<file path="config.mk">
export PLATFORM = sky130hd
export DESIGN_NAME = dijet_asymmetry_selector_core
export DESIGN_NICKNAME = d
export VERILOG_FILES = /design/src/hdl/dasel_pkg.sv /design/src/hdl/dijet_asymmetry_selector_core.sv
export VERILOG_INCLUDE_DIRS = /design/src /design/src/hdl
export SDC_FILE = /design/constraint.sdc
export NUM_CORES = 2
export LEC_CHECK = 0
export ABC_AREA = 1
export BUFFER_PORTS_ARGS = -buffer_cell sky130_fd_sc_hd__buf_2
export CAP_MARGIN = 20
export CORE_MARGIN = 2
export CORE_UTILIZATION = 55
export DETAILED_ROUTE_END_ITERATION = 7
export GPL_TIMING_DRIVEN = 0
export PLACE_DENSITY_LB_ADDON = 0.1
export REMOVE_ABC_BUFFERS = 1
export SYNTH_ARGS = -nofsm -noshare
export SYNTH_HDL_FRONTEND = slang
export SYNTH_SLANG_ARGS = --single-unit
export TNS_END_PERCENT = 1
</file>
<file path="constraint.sdc">
create_clock -name clk_i -period 10.75 [get_ports clk_i]
set_clock_uncertainty 0.05 [all_clocks]
set_input_delay 2.15 -clock clk_i [delete_from_list [all_inputs] [get_ports clk_i]]
set_output_delay 2.15 -clock clk_i [all_outputs]
set_load 0.02 [all_outputs]
</file>
<file path="src/hdl/dijet_asymmetry_selector_core_assert.svh">
// assertion macros shared by the dijet asymmetry selector rtl
`ifndef DIJET_ASYMMETRY_SELECTOR_CORE_ASSERT_SVH
`define DIJET_ASYMMETRY_SELECTOR_CORE_ASSERT_SVH

// same-cycle implication, clocked on clk_i, off during reset
`define DAS_ASSERT_NOW(lbl, ante, cons) \
  lbl: assert property (@(posedge clk_i) disable iff (!rst_ni) (ante) |-> (cons)) \
    else $error("dijet selector assertion failed");

// next-cycle implication, clocked on clk_i, off during reset
`define DAS_ASSERT_NEXT(lbl, ante, cons) \
  lbl: assert property (@(posedge clk_i) disable iff (!rst_ni) (ante) |=> (cons)) \
    else $error("dijet selector assertion failed");

`endif

</file>
<file path="src/hdl/dasel_pkg.sv">
// types and constants of the dijet asymmetry selector
package dasel_pkg;

  // default parameter values
  localparam int COUNT_BITS_DEF   = 32;
  localparam int AJ_FRAC_BITS_DEF = 10;

  // field widths
  localparam int AJ_W   = 12;
  localparam int HBIN_W = 7;
  localparam int PBIN_W = 6;

  // histogram bin counts
  localparam int TB_NBINS = 70;
  localparam int PX_NBINS = 35;
  localparam int PY_NBINS = 40;

  // register indexes
  localparam logic [1:0] CFG_PT_FLOOR    = 2'd0;
  localparam logic [1:0] CFG_LEAD_MIN    = 2'd1;
  localparam logic [1:0] CFG_SUBLEAD_MIN = 2'd2;
  localparam logic [1:0] CFG_DPHI_MIN    = 2'd3;

  // register reset values
  localparam logic [15:0] PT_FLOOR_RST    = 16'd16;
  localparam logic [15:0] LEAD_MIN_RST    = 16'd160;
  localparam logic [15:0] SUBLEAD_MIN_RST = 16'd80;
  localparam logic [15:0] DPHI_MIN_RST    = 16'd6431;

  // one jet entry
  typedef struct packed {
    logic        [31:0] event_id;
    logic        [15:0] truth_pt;
    logic        [15:0] reco_pt;
    logic signed [15:0] truth_phi;
    logic signed [15:0] reco_phi;
  } jet_t;

  // one closed-event result
  typedef struct packed {
    logic                     passed;
    logic signed [AJ_W-1:0]   aj_truth;
    logic signed [AJ_W-1:0]   aj_reco;
    logic        [HBIN_W-1:0] truth_bin;
    logic        [HBIN_W-1:0] reco_bin;
    logic        [PBIN_W-1:0] pair_bin_x;
    logic        [PBIN_W-1:0] pair_bin_y;
    logic        [31:0]       pass_total;
    logic        [31:0]       negative_total;
  } result_t;

endpackage

</file>
<file path="src/hdl/dijet_asymmetry_selector_core.sv">
// dijet asymmetry selector: jet pair tracking, event close and serial division
//
// Jet entries that stay in the open event are taken one per cycle. An entry with a
// new event number closes the open event and opens the new one in the same cycle;
// the block then stalls its input while the closed event is worked out. A failed
// event skips the divisions and goes straight to the output register load. A
// passing event runs six divisions (two asymmetries, four histogram bins) on one
// shared restoring divider that makes one quotient bit per cycle of an
// (AjFracBits+18)-bit numerator, with a load step before and a wrap-up step after
// each. The input stays stalled until the result is loaded into the output
// register; the next event may be worked out while that result waits there. The
// last event closes only when a later entry carries a different event number.
module dijet_asymmetry_selector_core #(
  parameter int CountBits  = dasel_pkg::COUNT_BITS_DEF,
  parameter int AjFracBits = dasel_pkg::AJ_FRAC_BITS_DEF
) (
  input  logic               clk_i,
  input  logic               rst_ni,
  input  logic               cfg_we_i,
  input  logic [1:0]         cfg_addr_i,
  input  logic [15:0]        cfg_wdata_i,
  input  logic               in_valid_i,
  output logic               in_stall_o,
  input  dasel_pkg::jet_t    in_data_i,
  output logic               out_valid_o,
  input  logic               out_stall_i,
  output dasel_pkg::result_t out_data_o
);

  localparam int NUM_W = AjFracBits + 18;
  localparam int CNT_W = $clog2(NUM_W);
  localparam int One   = 1 << AjFracBits;
  localparam int AJ_W  = dasel_pkg::AJ_W;

  typedef enum logic [1:0] {S_IDLE, S_LOAD, S_DIV, S_POST} state_e;
  typedef enum logic [2:0] {OP_AT, OP_AR, OP_TB, OP_RB, OP_PX, OP_PY, OP_OUT} op_e;

  state_e state_q;
  op_e    op_q;

  // configuration registers
  logic [15:0] pt_floor_q, lead_min_q, sublead_min_q, dphi_min_q;

  always_ff @(posedge clk_i or negedge rst_ni) begin
    if (!rst_ni) begin
      pt_floor_q    <= dasel_pkg::PT_FLOOR_RST;
      lead_min_q    <= dasel_pkg::LEAD_MIN_RST;
      sublead_min_q <= dasel_pkg::SUBLEAD_MIN_RST;
      dphi_min_q    <= dasel_pkg::DPHI_MIN_RST;
    end else if (cfg_we_i) begin
      unique case (cfg_addr_i)
        dasel_pkg::CFG_PT_FLOOR:    pt_floor_q    <= cfg_wdata_i;
        dasel_pkg::CFG_LEAD_MIN:    lead_min_q    <= cfg_wdata_i;
        dasel_pkg::CFG_SUBLEAD_MIN: sublead_min_q <= cfg_wdata_i;
        default:                    dphi_min_q    <= cfg_wdata_i;
      endcase
    end
  end

  // open event state
  logic               have_q;
  logic [31:0]        cur_ev_q;
  logic [15:0]        lt_pt_q, st_pt_q, lr_pt_q, sr_pt_q;
  logic signed [15:0] lt_ph_q, st_ph_q, lr_ph_q, sr_ph_q;

  logic in_acc, closing, fresh, keep;
  assign in_stall_o = (state_q != S_IDLE) || (op_q == OP_OUT);
  assign in_acc     = in_valid_i && !in_stall_o;
  assign closing    = in_acc && have_q && (in_data_i.event_id != cur_ev_q);
  assign fresh      = !have_q || closing;
  assign keep       = in_data_i.reco_pt >= pt_floor_q;

  // cuts on the open pair, evaluated when it closes
  logic signed [16:0] dt, dr;
  logic        [16:0] adt, adr;
  logic               pass_c;
  always_comb begin
    dt  = {lt_ph_q[15], lt_ph_q} - {st_ph_q[15], st_ph_q};
    dr  = {lr_ph_q[15], lr_ph_q} - {sr_ph_q[15], sr_ph_q};
    adt = dt[16] ? 17'(-dt) : 17'(dt);
    adr = dr[16] ? 17'(-dr) : 17'(dr);
    pass_c = (lt_pt_q > lead_min_q) && (st_pt_q > sublead_min_q) &&
             (adt > {1'b0, dphi_min_q}) && (lr_pt_q > lead_min_q) &&
             (sr_pt_q > sublead_min_q) && (adr > {1'b0, dphi_min_q});
  end

  // insertion of the new jet into the pair
  logic [15:0]        b_lt, b_st, b_lr, b_sr;
  logic signed [15:0] b_ltp, b_stp, b_lrp, b_srp;
  logic [15:0]        n_lt, n_st, n_lr, n_sr;
  logic signed [15:0] n_ltp, n_stp, n_lrp, n_srp;
  always_comb begin
    b_lt  = fresh ? 16'd0 : lt_pt_q;
    b_st  = fresh ? 16'd0 : st_pt_q;
    b_lr  = fresh ? 16'd0 : lr_pt_q;
    b_sr  = fresh ? 16'd0 : sr_pt_q;
    b_ltp = fresh ? 16'sd0 : lt_ph_q;
    b_stp = fresh ? 16'sd0 : st_ph_q;
    b_lrp = fresh ? 16'sd0 : lr_ph_q;
    b_srp = fresh ? 16'sd0 : sr_ph_q;
    n_lt = b_lt; n_st = b_st; n_lr = b_lr; n_sr = b_sr;
    n_ltp = b_ltp; n_stp = b_stp; n_lrp = b_lrp; n_srp = b_srp;
    priority if (keep && (in_data_i.truth_pt > b_lt)) begin
      n_st = b_lt; n_lt = in_data_i.truth_pt;
      n_sr = b_lr; n_lr = in_data_i.reco_pt;
      n_stp = b_ltp; n_ltp = in_data_i.truth_phi;
      n_srp = b_lrp; n_lrp = in_data_i.reco_phi;
    end else if (keep && (in_data_i.truth_pt > b_st)) begin
      n_st = in_data_i.truth_pt; n_sr = in_data_i.reco_pt;
      n_stp = in_data_i.truth_phi; n_srp = in_data_i.reco_phi;
    end else begin
      n_lt = b_lt;
    end
  end

  always_ff @(posedge clk_i or negedge rst_ni) begin
    if (!rst_ni) begin
      have_q   <= 1'b0;
      cur_ev_q <= '0;
      lt_pt_q  <= '0; st_pt_q <= '0; lr_pt_q <= '0; sr_pt_q <= '0;
      lt_ph_q  <= '0; st_ph_q <= '0; lr_ph_q <= '0; sr_ph_q <= '0;
    end else if (in_acc) begin
      have_q   <= 1'b1;
      cur_ev_q <= in_data_i.event_id;
      lt_pt_q  <= n_lt;  st_pt_q <= n_st;  lr_pt_q <= n_lr;  sr_pt_q <= n_sr;
      lt_ph_q  <= n_ltp; st_ph_q <= n_stp; lr_ph_q <= n_lrp; sr_ph_q <= n_srp;
    end
  end

  // running counters, bumped when a passing event closes
  logic [CountBits-1:0] pass_cnt_q, neg_cnt_q;
  always_ff @(posedge clk_i or negedge rst_ni) begin
    if (!rst_ni) begin
      pass_cnt_q <= '0;
      neg_cnt_q  <= '0;
    end else if (closing && pass_c) begin
      if (pass_cnt_q != '1) pass_cnt_q <= pass_cnt_q + 1'b1;
      if ((lr_pt_q < sr_pt_q) && (neg_cnt_q != '1)) neg_cnt_q <= neg_cnt_q + 1'b1;
    end
  end

  // snapshot of the closed pair
  logic [15:0] sn_lt_q, sn_st_q, sn_lr_q, sn_sr_q;
  logic        sn_pass_q;
  always_ff @(posedge clk_i) begin
    if (closing) begin
      sn_lt_q   <= lt_pt_q;
      sn_st_q   <= st_pt_q;
      sn_lr_q   <= lr_pt_q;
      sn_sr_q   <= sr_pt_q;
      sn_pass_q <= pass_c;
    end
  end

  // results of the passed-event divisions
  logic signed [AJ_W-1:0]              at_q, ar_q;
  logic [dasel_pkg::HBIN_W-1:0]        tb_q, rb_q;
  logic [dasel_pkg::PBIN_W-1:0]        px_q, py_q;

  // divider operands for the current operation
  logic [15:0]              p_lead, p_sub;
  logic [16:0]              p_sum, p_mag;
  logic signed [AJ_W-1:0]   p_aj;
  logic signed [NUM_W:0]    aj_x, bnum;
  logic [NUM_W-1:0]         ld_num, ld_den;
  logic                     ld_neg;
  logic [dasel_pkg::HBIN_W-1:0] nb;
  always_comb begin
    p_lead = (op_q == OP_AT) ? sn_lt_q : sn_lr_q;
    p_sub  = (op_q == OP_AT) ? sn_st_q : sn_sr_q;
    p_sum  = {1'b0, p_lead} + {1'b0, p_sub};
    p_mag  = (p_lead >= p_sub) ? ({1'b0, p_lead} - {1'b0, p_sub})
                               : ({1'b0, p_sub} - {1'b0, p_lead});
    p_aj   = ((op_q == OP_TB) || (op_q == OP_PX)) ? at_q : ar_q;
    aj_x   = {{(NUM_W + 1 - AJ_W){p_aj[AJ_W-1]}}, p_aj};
    bnum   = '0;
    ld_den = NUM_W'(27 * One);
    nb     = dasel_pkg::HBIN_W'(dasel_pkg::TB_NBINS);
    unique case (op_q)
      OP_TB, OP_RB: begin
        bnum   = (NUM_W + 1)'((aj_x * 100 + 35 * One) * 14);
        ld_den = NUM_W'(27 * One);
        nb     = dasel_pkg::HBIN_W'(dasel_pkg::TB_NBINS);
      end
      OP_PX: begin
        bnum   = (NUM_W + 1)'(aj_x * 175);
        ld_den = NUM_W'(4 * One);
        nb     = dasel_pkg::HBIN_W'(dasel_pkg::PX_NBINS);
      end
      OP_PY: begin
        bnum   = (NUM_W + 1)'((aj_x * 10 + 5 * One) * 40);
        ld_den = NUM_W'(13 * One);
        nb     = dasel_pkg::HBIN_W'(dasel_pkg::PY_NBINS);
      end
      default: begin
        ld_den = NUM_W'({p_sum, 1'b0});
      end
    endcase
    if ((op_q == OP_AT) || (op_q == OP_AR)) begin
      ld_num = NUM_W'({p_mag, (AjFracBits + 1)'(0)}) + NUM_W'(p_sum);
      ld_neg = p_lead < p_sub;
    end else begin
      ld_neg = bnum[NUM_W];
      ld_num = ld_neg ? '0 : bnum[NUM_W-1:0];
    end
  end

  // one restoring division step
  logic [NUM_W-1:0] n_q, r_q, den_q;
  logic [CNT_W-1:0] cnt_q;
  logic             neg_q;
  logic [NUM_W:0]   rem_ext, rem_new;
  logic             qbit;
  always_comb begin
    rem_ext = {r_q, n_q[NUM_W-1]};
    qbit    = rem_ext >= {1'b0, den_q};
    rem_new = qbit ? (rem_ext - {1'b0, den_q}) : rem_ext;
  end

  // wrap-up of a finished quotient
  logic signed [AJ_W-1:0]       post_aj;
  logic [dasel_pkg::HBIN_W-1:0] post_bin;
  logic                         q_over;
  always_comb begin
    if (neg_q) begin
      post_aj = (n_q > NUM_W'(2048)) ? AJ_W'(12'h800) : AJ_W'(12'd0 - n_q[11:0]);
    end else begin
      post_aj = (n_q > NUM_W'(2047)) ? AJ_W'(12'h7FF) : n_q[AJ_W-1:0];
    end
    q_over = n_q >= NUM_W'(nb);
    if (neg_q) begin
      post_bin = '0;
    end else if (q_over) begin
      post_bin = nb + 1'b1;
    end else begin
      post_bin = n_q[dasel_pkg::HBIN_W-1:0] + 1'b1;
    end
  end

  // output register load
  logic               out_valid_q;
  logic               out_load;
  dasel_pkg::result_t out_q, res_c;
  logic [63:0]        pass_w, neg_w;
  assign out_load = (op_q == OP_OUT) && (!out_valid_q || !out_stall_i);
  always_comb begin
    pass_w = 64'(pass_cnt_q);
    neg_w  = 64'(neg_cnt_q);
    res_c.passed         = sn_pass_q;
    res_c.aj_truth       = sn_pass_q ? at_q : '0;
    res_c.aj_reco        = sn_pass_q ? ar_q : '0;
    res_c.truth_bin      = sn_pass_q ? tb_q : '0;
    res_c.reco_bin       = sn_pass_q ? rb_q : '0;
    res_c.pair_bin_x     = sn_pass_q ? px_q : '0;
    res_c.pair_bin_y     = sn_pass_q ? py_q : '0;
    res_c.pass_total     = (pass_w > 64'hFFFF_FFFF) ? 32'hFFFF_FFFF : pass_w[31:0];
    res_c.negative_total = (neg_w > 64'hFFFF_FFFF) ? 32'hFFFF_FFFF : neg_w[31:0];
  end

  // close sequencer, divider and result registers
  always_ff @(posedge clk_i or negedge rst_ni) begin
    if (!rst_ni) begin
      state_q     <= S_IDLE;
      op_q        <= OP_AT;
      out_valid_q <= 1'b0;
      n_q         <= '0;
      r_q         <= '0;
      den_q       <= '0;
      cnt_q       <= '0;
      neg_q       <= 1'b0;
      at_q        <= '0;
      ar_q        <= '0;
      tb_q        <= '0;
      rb_q        <= '0;
      px_q        <= '0;
      py_q        <= '0;
    end else begin
      if (out_load) begin
        out_valid_q <= 1'b1;
        op_q        <= OP_AT;
      end else if (!out_stall_i) begin
        out_valid_q <= 1'b0;
      end
      unique case (state_q)
        S_IDLE: begin
          if (closing) begin
            if (pass_c) begin
              state_q <= S_LOAD;
              op_q    <= OP_AT;
            end else begin
              op_q    <= OP_OUT;
            end
          end
        end
        S_LOAD: begin
          n_q     <= ld_num;
          den_q   <= ld_den;
          neg_q   <= ld_neg;
          r_q     <= '0;
          cnt_q   <= CNT_W'(NUM_W - 1);
          state_q <= S_DIV;
        end
        S_DIV: begin
          n_q   <= {n_q[NUM_W-2:0], qbit};
          r_q   <= rem_new[NUM_W-1:0];
          cnt_q <= cnt_q - 1'b1;
          if (cnt_q == '0) state_q <= S_POST;
        end
        default: begin
          state_q <= S_LOAD;
          unique case (op_q)
            OP_AT: begin at_q <= post_aj; op_q <= OP_AR; end
            OP_AR: begin ar_q <= post_aj; op_q <= OP_TB; end
            OP_TB: begin tb_q <= post_bin; op_q <= OP_RB; end
            OP_RB: begin rb_q <= post_bin; op_q <= OP_PX; end
            OP_PX: begin
              px_q <= post_bin[dasel_pkg::PBIN_W-1:0];
              op_q <= OP_PY;
            end
            default: begin
              py_q    <= post_bin[dasel_pkg::PBIN_W-1:0];
              op_q    <= OP_OUT;
              state_q <= S_IDLE;
            end
          endcase
        end
      endcase
    end
  end

  // output payload
  always_ff @(posedge clk_i) begin
    if (out_load) out_q <= res_c;
  end

  assign out_valid_o = out_valid_q;
  assign out_data_o  = out_q;

  // checks
  `include "dijet_asymmetry_selector_core_assert.svh"

  `DAS_ASSERT_NOW(a_neg_le_pass, 1'b1, neg_cnt_q <= pass_cnt_q)
  `DAS_ASSERT_NEXT(a_close_busy, closing, in_stall_o)
  `DAS_ASSERT_NEXT(a_div_done, (state_q == S_DIV) && (cnt_q == '0), state_q == S_POST)
  `DAS_ASSERT_NEXT(a_load_sets_valid, out_load, out_valid_q)

endmodule

</file>
# After elaboration in Yosys (flattened, before gate mapping)
# Cells that the tools add are included.
[classes] addsub=17 mul=5 n_div=0 order_cmp=16 eq_ne=17 shifts=0 mux=51 n_bitwise=3 n_reduce_logical=48
[ops] cell="$mux 16" count=20
[ops] cell="$pmux 28 s2" count=2
[ops] cell="$gt 16x16->1" count=6
[ops] cell="$pmux 29 s3" count=1
[ops] cell="$mux 28" count=3
[ops] cell="$sub 16x16->17" count=4
[ops] cell="$add 32x1->32 const B" count=2
[ops] cell="$ne 32x32->1 const B" count=2
[ops] cell="$pmux 18 s3" count=1
[ops] cell="$mux 17" count=3
[ops] cell="$mux 12" count=4
[ops] cell="$gt 17x16->1" count=2
[ops] cell="$neg 17->17" count=2
[ops] cell="$ge 16x16->1" count=2
[ops] cell="$lt 16x16->1" count=2
[ops] cell="$ne 32x32->1" count=1
[ops] cell="$ge 29x28->1" count=1
[ops] cell="$add 28x17->28" count=1
[ops] cell="$ge 28x7->1" count=1
[ops] cell="$gt 28x11->1 const B" count=1
[ops] cell="$gt 28x12->1 const B" count=1
[ops] cell="$sub 28x28->28" count=1
[ops] cell="$reduce_and 2->1" count=13
[ops] cell="$mul 21x4->25 const B" count=1
[ops] cell="other kinds (39)" count=80
[totals] regBits=615 latch_bits=0 ramBits=0 rom_bits=0 inputBits=119 out_inout_bits=117 word_cells=201 memories=0

# Depth between registers and ports, before layout
[logic_depth] ltp_word=12 mapped_depth=51 mapped_depth_nobuf=50

# Worst setup path before layout
# No wires, ideal clock.
[synth_path] kind="input port to flip-flop" from="input out_stall_i" to="register op_q[1]" setup_time_ns=0.121 arrival_ns=8.505 t_required_ns=10.579 setup_slack_ns=2.074 cell_stages=6 path_buffers=0 path_cell_list="a21oi_1 inv_1 nand3_1 nand2_1 nand2_1 nand2_1"
[synth_via] elab_chain_cells=6
[synth_rtl] element="start: declaration" line="dijet_asymmetry_selector_core.sv:26" rtl="input logic out_stall_i,"
[synth_rtl] element="$logic_not 1->1 *"
[synth_rtl] element="$logic_or 1x1->1 *" line="dijet_asymmetry_selector_core.sv:245" rtl="assign out_load = (op_q == OP_OUT) && (!out_valid_q || !out_stall_i);"
[synth_rtl] element="$logic_and 1x1->1 *" line="dijet_asymmetry_selector_core.sv:245"
[synth_rtl] element="$mux 3 *" line="dijet_asymmetry_selector_core.sv:278" rtl="if (out_load) begin"
[synth_rtl] element="$mux 3" line="dijet_asymmetry_selector_core.sv:286" rtl="if (closing) begin"
[synth_rtl] element="$pmux 3 s2 *" line="dijet_asymmetry_selector_core.sv:284" rtl="unique case (state_q)"
[synth_rtl] element="end signal: assignment" line="dijet_asymmetry_selector_core.sv:280" rtl="op_q <= OP_AT;"
[synth_rtl] element="end signal: assignment" line="dijet_asymmetry_selector_core.sv:289" rtl="op_q <= OP_AT;"
[synth_rtl] element="end signal: assignment" line="dijet_asymmetry_selector_core.sv:291" rtl="op_q <= OP_OUT;"
[synth_rtl] element="end: declaration" line="dijet_asymmetry_selector_core.sv:39" rtl="op_e op_q;"
# Every way passes the cells marked *; elsewhere a longest branch is shown, timed or not.
# A chain may end at the register's enable or synchronous reset.

# Worst setup path in the final report
[layout_path] from="register op_q[1]" to="register n_q[3]"
[layout_via] elab_chain_cells=10 elab_cells_between_ends=25 cone_classes="add/sub (4); mul (5); eq/ne (5); mux (7); reduce/logical (4)"
[layout_rtl] element="start signal: assignment" line="dijet_asymmetry_selector_core.sv:264" rtl="op_q <= OP_AT;"
[layout_rtl] element="start signal: assignment" line="dijet_asymmetry_selector_core.sv:280"
[layout_rtl] element="start signal: assignment" line="dijet_asymmetry_selector_core.sv:289"
[layout_rtl] element="$eq 3x2->1 / $eq 3x3->1 (equally long branches)" line="dijet_asymmetry_selector_core.sv:174, dijet_asymmetry_selector_core.sv:179"
[layout_rtl] element="$logic_or 1x1->1" line="dijet_asymmetry_selector_core.sv:174" rtl="p_aj = ((op_q == OP_TB) || (op_q == OP_PX)) ? at_q : ar_q;"
[layout_rtl] element="$mux 12" line="dijet_asymmetry_selector_core.sv:174"
[layout_rtl] element="$mul 12x6->18 / $mul 12x4->16 (equally long branches)" line="dijet_asymmetry_selector_core.sv:181, dijet_asymmetry_selector_core.sv:191"
[layout_rtl] element="$add 20x17->21 / $add 17x14->18 (equally long branches)" line="dijet_asymmetry_selector_core.sv:181, dijet_asymmetry_selector_core.sv:191"
[layout_rtl] element="$mul 21x4->25 / $mul 18x4->22 (equally long branches)" line="dijet_asymmetry_selector_core.sv:181, dijet_asymmetry_selector_core.sv:191"
[layout_rtl] element="$pmux 29 s3" line="dijet_asymmetry_selector_core.sv:179" rtl="unique case (op_q)"
[layout_rtl] element="$mux 28" line="dijet_asymmetry_selector_core.sv:204" rtl="ld_num = ld_neg ? '0 : bnum[NUM_W-1:0];"
[layout_rtl] element="$mux 28 *" line="dijet_asymmetry_selector_core.sv:199" rtl="if ((op_q == OP_AT) || (op_q == OP_AR)) begin"
[layout_rtl] element="$pmux 28 s2 *" line="dijet_asymmetry_selector_core.sv:284"
[layout_rtl] element="end signal: assignment" line="dijet_asymmetry_selector_core.sv:296" rtl="n_q <= ld_num;"
[layout_rtl] element="end signal: assignment" line="dijet_asymmetry_selector_core.sv:304" rtl="n_q <= {n_q[NUM_W-2:0], qbit};"
[layout_rtl] element="end: declaration" line="dijet_asymmetry_selector_core.sv:209" rtl="logic [NUM_W-1:0] n_q, r_q, den_q;"
# Marked as above.

==> reports/results.tsv <==
metric	value	unit
clkTransAtPathRegs	0.06	ns
use_met3	3.981	%
grt.busiest_layer	met2	
vias	38130	
cpPeakStageDelay	1.01	ns
path_common_cell	nand2_1	
gp_congestion	0.9263	
pin_count	236	
clkSinkCount	604	
routed_wl	115900	um
hp-start	lt_pt_q[0]$_DFFE_PN0P_	
clockBufferDepth	3	
die_area	83270	um2
drv_slew	0	
worstSetupStartpointType	flop	
hold_class	reg2reg	
required	11.19	ns
rsz0062_at_grt	false	
track_usage	28.02	%
synth.distinct_cells	79	
grt_pass1_vias	36530	
postPlaceCellArea	46960	um2
holdBufCountCts	0	
final_cell_mix	nand2_1 (1,469), inv_1 (762), o21ai_0 (490)	
hold_violations	0	
grt-ovfl-total	0	
r2r_start	op_q[1]$_DFF_PN0_	
pre_cts_slack	0.5906	ns
cts_tree	done	
fin_crit	9.832	ns
tightest_slew	1.083	ns
end_kind	flop	
firstDrtPassIters	6	
fin_area	49340	um2
grt_util_met1	35.66	%
max_freq	0.1017	GHz
grt_pass1_wl	188400	um
ys_seq_area_share	36.00	%
vias_per_cell	5.421	
clock-root-buffer	clkbuf_16	
postSynth.asyncResetShare	70.20	%
netlist_area	44540	um2
ys_ff_latch	604	
drt_iter0_drc	2641	
nets	6545	
status	completed	
num_rows	104	
start_util	55.47	%
worst-path-max-fanout	31	
final_layout_size_suffix_gt1_share	8.342	%
io_buffer_count	235	
setup-violations-final	0	
relSlewSlack	27.29	%
fillers	7274	
final_common_cell	nand2_1	
dp_hpwl	89250	um
max_cap_violations	0	
yosys_warnings	0	
syn_to_final_growth	10.79	%
period_share	91.46	%
critPathLaunch	op_q[1]$_DFF_PN0_	
drcViolationCount	0	
cts_setup_buffers	0	
cts_resized	0	
antenna_found_initial	15	
coreArea	80290	um2
crit_type	reg2reg	
avgSynthCellArea	7.740	um2
ys.flop_type	dfrtp_1	
ant_nets	0	
clock_latency	0.62	ns
wl_per_cell	16.48	um
setup_ws	0.9181	ns
die_w	288.6	um
die_y	288.6	um
numCtsBuffers	68	
grt_use_met2	48.79	%
grt_max_degree	120	
arrival	10.27	ns
netlist_instances	5754	
crit_slowest_cell	o21ai_1	
synth-edff-count	180	
htree_levels	3	
flip-flops by register name, indices dropped and copies added, names as in the netlist, 17 cells and up:
| name | flops |
|---|---|
| n_q | 28 |
| den_q | 17 |
| out_data_o | 115 |
| r_q | 28 |
| pass_cnt_q | 32 |
| neg_cnt_q | 32 |
| cur_ev_q | 32 |
worst paths after layout:
| kind | endpoint | slack, ns | depth (start not counted) |
|---|---|---|---|
| worst max-delay path | n_q[3]$_DFFE_PN0P_ | 0.92 | 42 |
| worst min-delay path | sn_lt_q[0]$_DFFE_PP_ | 0.41 | 0 |
| worst max register to register | n_q[3]$_DFFE_PN0P_ | 0.92 | 42 |
| worst min register to register | sn_lt_q[0]$_DFFE_PP_ | 0.41 | 0 |
| max in group asynchronous | lead_min_q[1]$_DFFE_PN0P_ | 7.51 | 3 |
| min in group asynchronous | pass_cnt_q[11]$_DFFE_PN0P_ | 1.49 | 1 |
through the flow:
stage               hold WS (ns)  setup TNS [ns]  util, %  instances
global placement          0.3815        -2672.27    57.72       6876
floorplan                 0.3749         -447.76        -       5581
finish                    0.4066               0    61.46       7034
detailed placement        0.3942               0    58.49       6903
global route              0.4274               0    61.45       7033
CTS                       0.4076               0    61.35       7025
area by class of cell:
type                            instances  area (um2)  area share (%)
Antenna cell                            4       10.01         0.02029
Clock buffer                           89        1872           3.794
Timing Repair Buffer                  267        1817           3.682
Inverter                              789        2970           6.020
Clock inverter                         33       425.4          0.8622
Multi-Input combinational cell       4188       24890           50.44
Tap cell                             1060        1326           2.688
Sequential cell                       604       16030           32.49
Yosys cell counts (all sizes together) (3+ instances only):
cell type	number	area (um2)
a31oi	33	206.5
nand2	1484	5620
nor4	23	143.9
o31ai	6	45.04
clkinv	4	15.01
a32o	7	70.07
o221ai	17	148.9
nand3b	10	75.07
a211oi	8	60.06
a221oi	8	70.07
or2	32	200.2
xnor2	73	654.4
nand4	87	571.8
a21boi	8	71.32
nor2	399	1533
inv	785	2947
o21ai	521	2623
a21o	16	120.1
dfstp	13	341.6
xor2	165	1494
a21oi	354	1805
buf	40	198.9
and2	3	18.77
dfrtp	411	10280
o22ai	23	143.9
edfxtp	180	5405
fa	62	1241
clkbuf	133	499.2
o211ai	23	172.7
o221a	3	33.78
ha	446	5580
nand3	225	1159
o21bai	22	168.9
a22oi	5	37.54
nor3	83	426.7
o21a	15	112.6
per-layer routing:
layer / part of all wire [%] / wire length [um] / vias up
li1: - / - / 19310
met2: 49 / 57100 / 847
met5: 0.096 / 111 / -
met3: 4.5 / 5268 / 234
met4: 3.4 / 3905 / 22
met1: 43 / 49510 / 17720
cell families (layout without fill, tap and decap cells):
kind of cell,after synthesis,after routing,share of synthesized area [%]
other cells,0,4,0
fa+ha+maj,508,508,15.32
compound gates,1088,1088,13.60
flops,604,604,36.00
buf+inv,962,1178,8.217
mux,1,1,0.02248
xor+xnor,238,238,4.824
simple gates,2353,2353,22.03
critical path, delay by kind of cell, from the launching register on:
| kind | cells | cell delay (ns) |
|---|---|---|
| adder cells (fa/ha/maj) | 7 | 2.43 |
| XOR/XNOR | 2 | 0.43 |
| AO/OA/AOI/OAI | 3 | 1.64 |
| buffers and inverters | 6 | 0.43 |
| AND/OR/NAND/NOR | 24 | 4.26 |
| flip-flops | 1 | 0.49 |
Power is left out: the tool's default activity adds up to more than one toggle a clock period on the data nets, which glitch-free logic cannot reach.
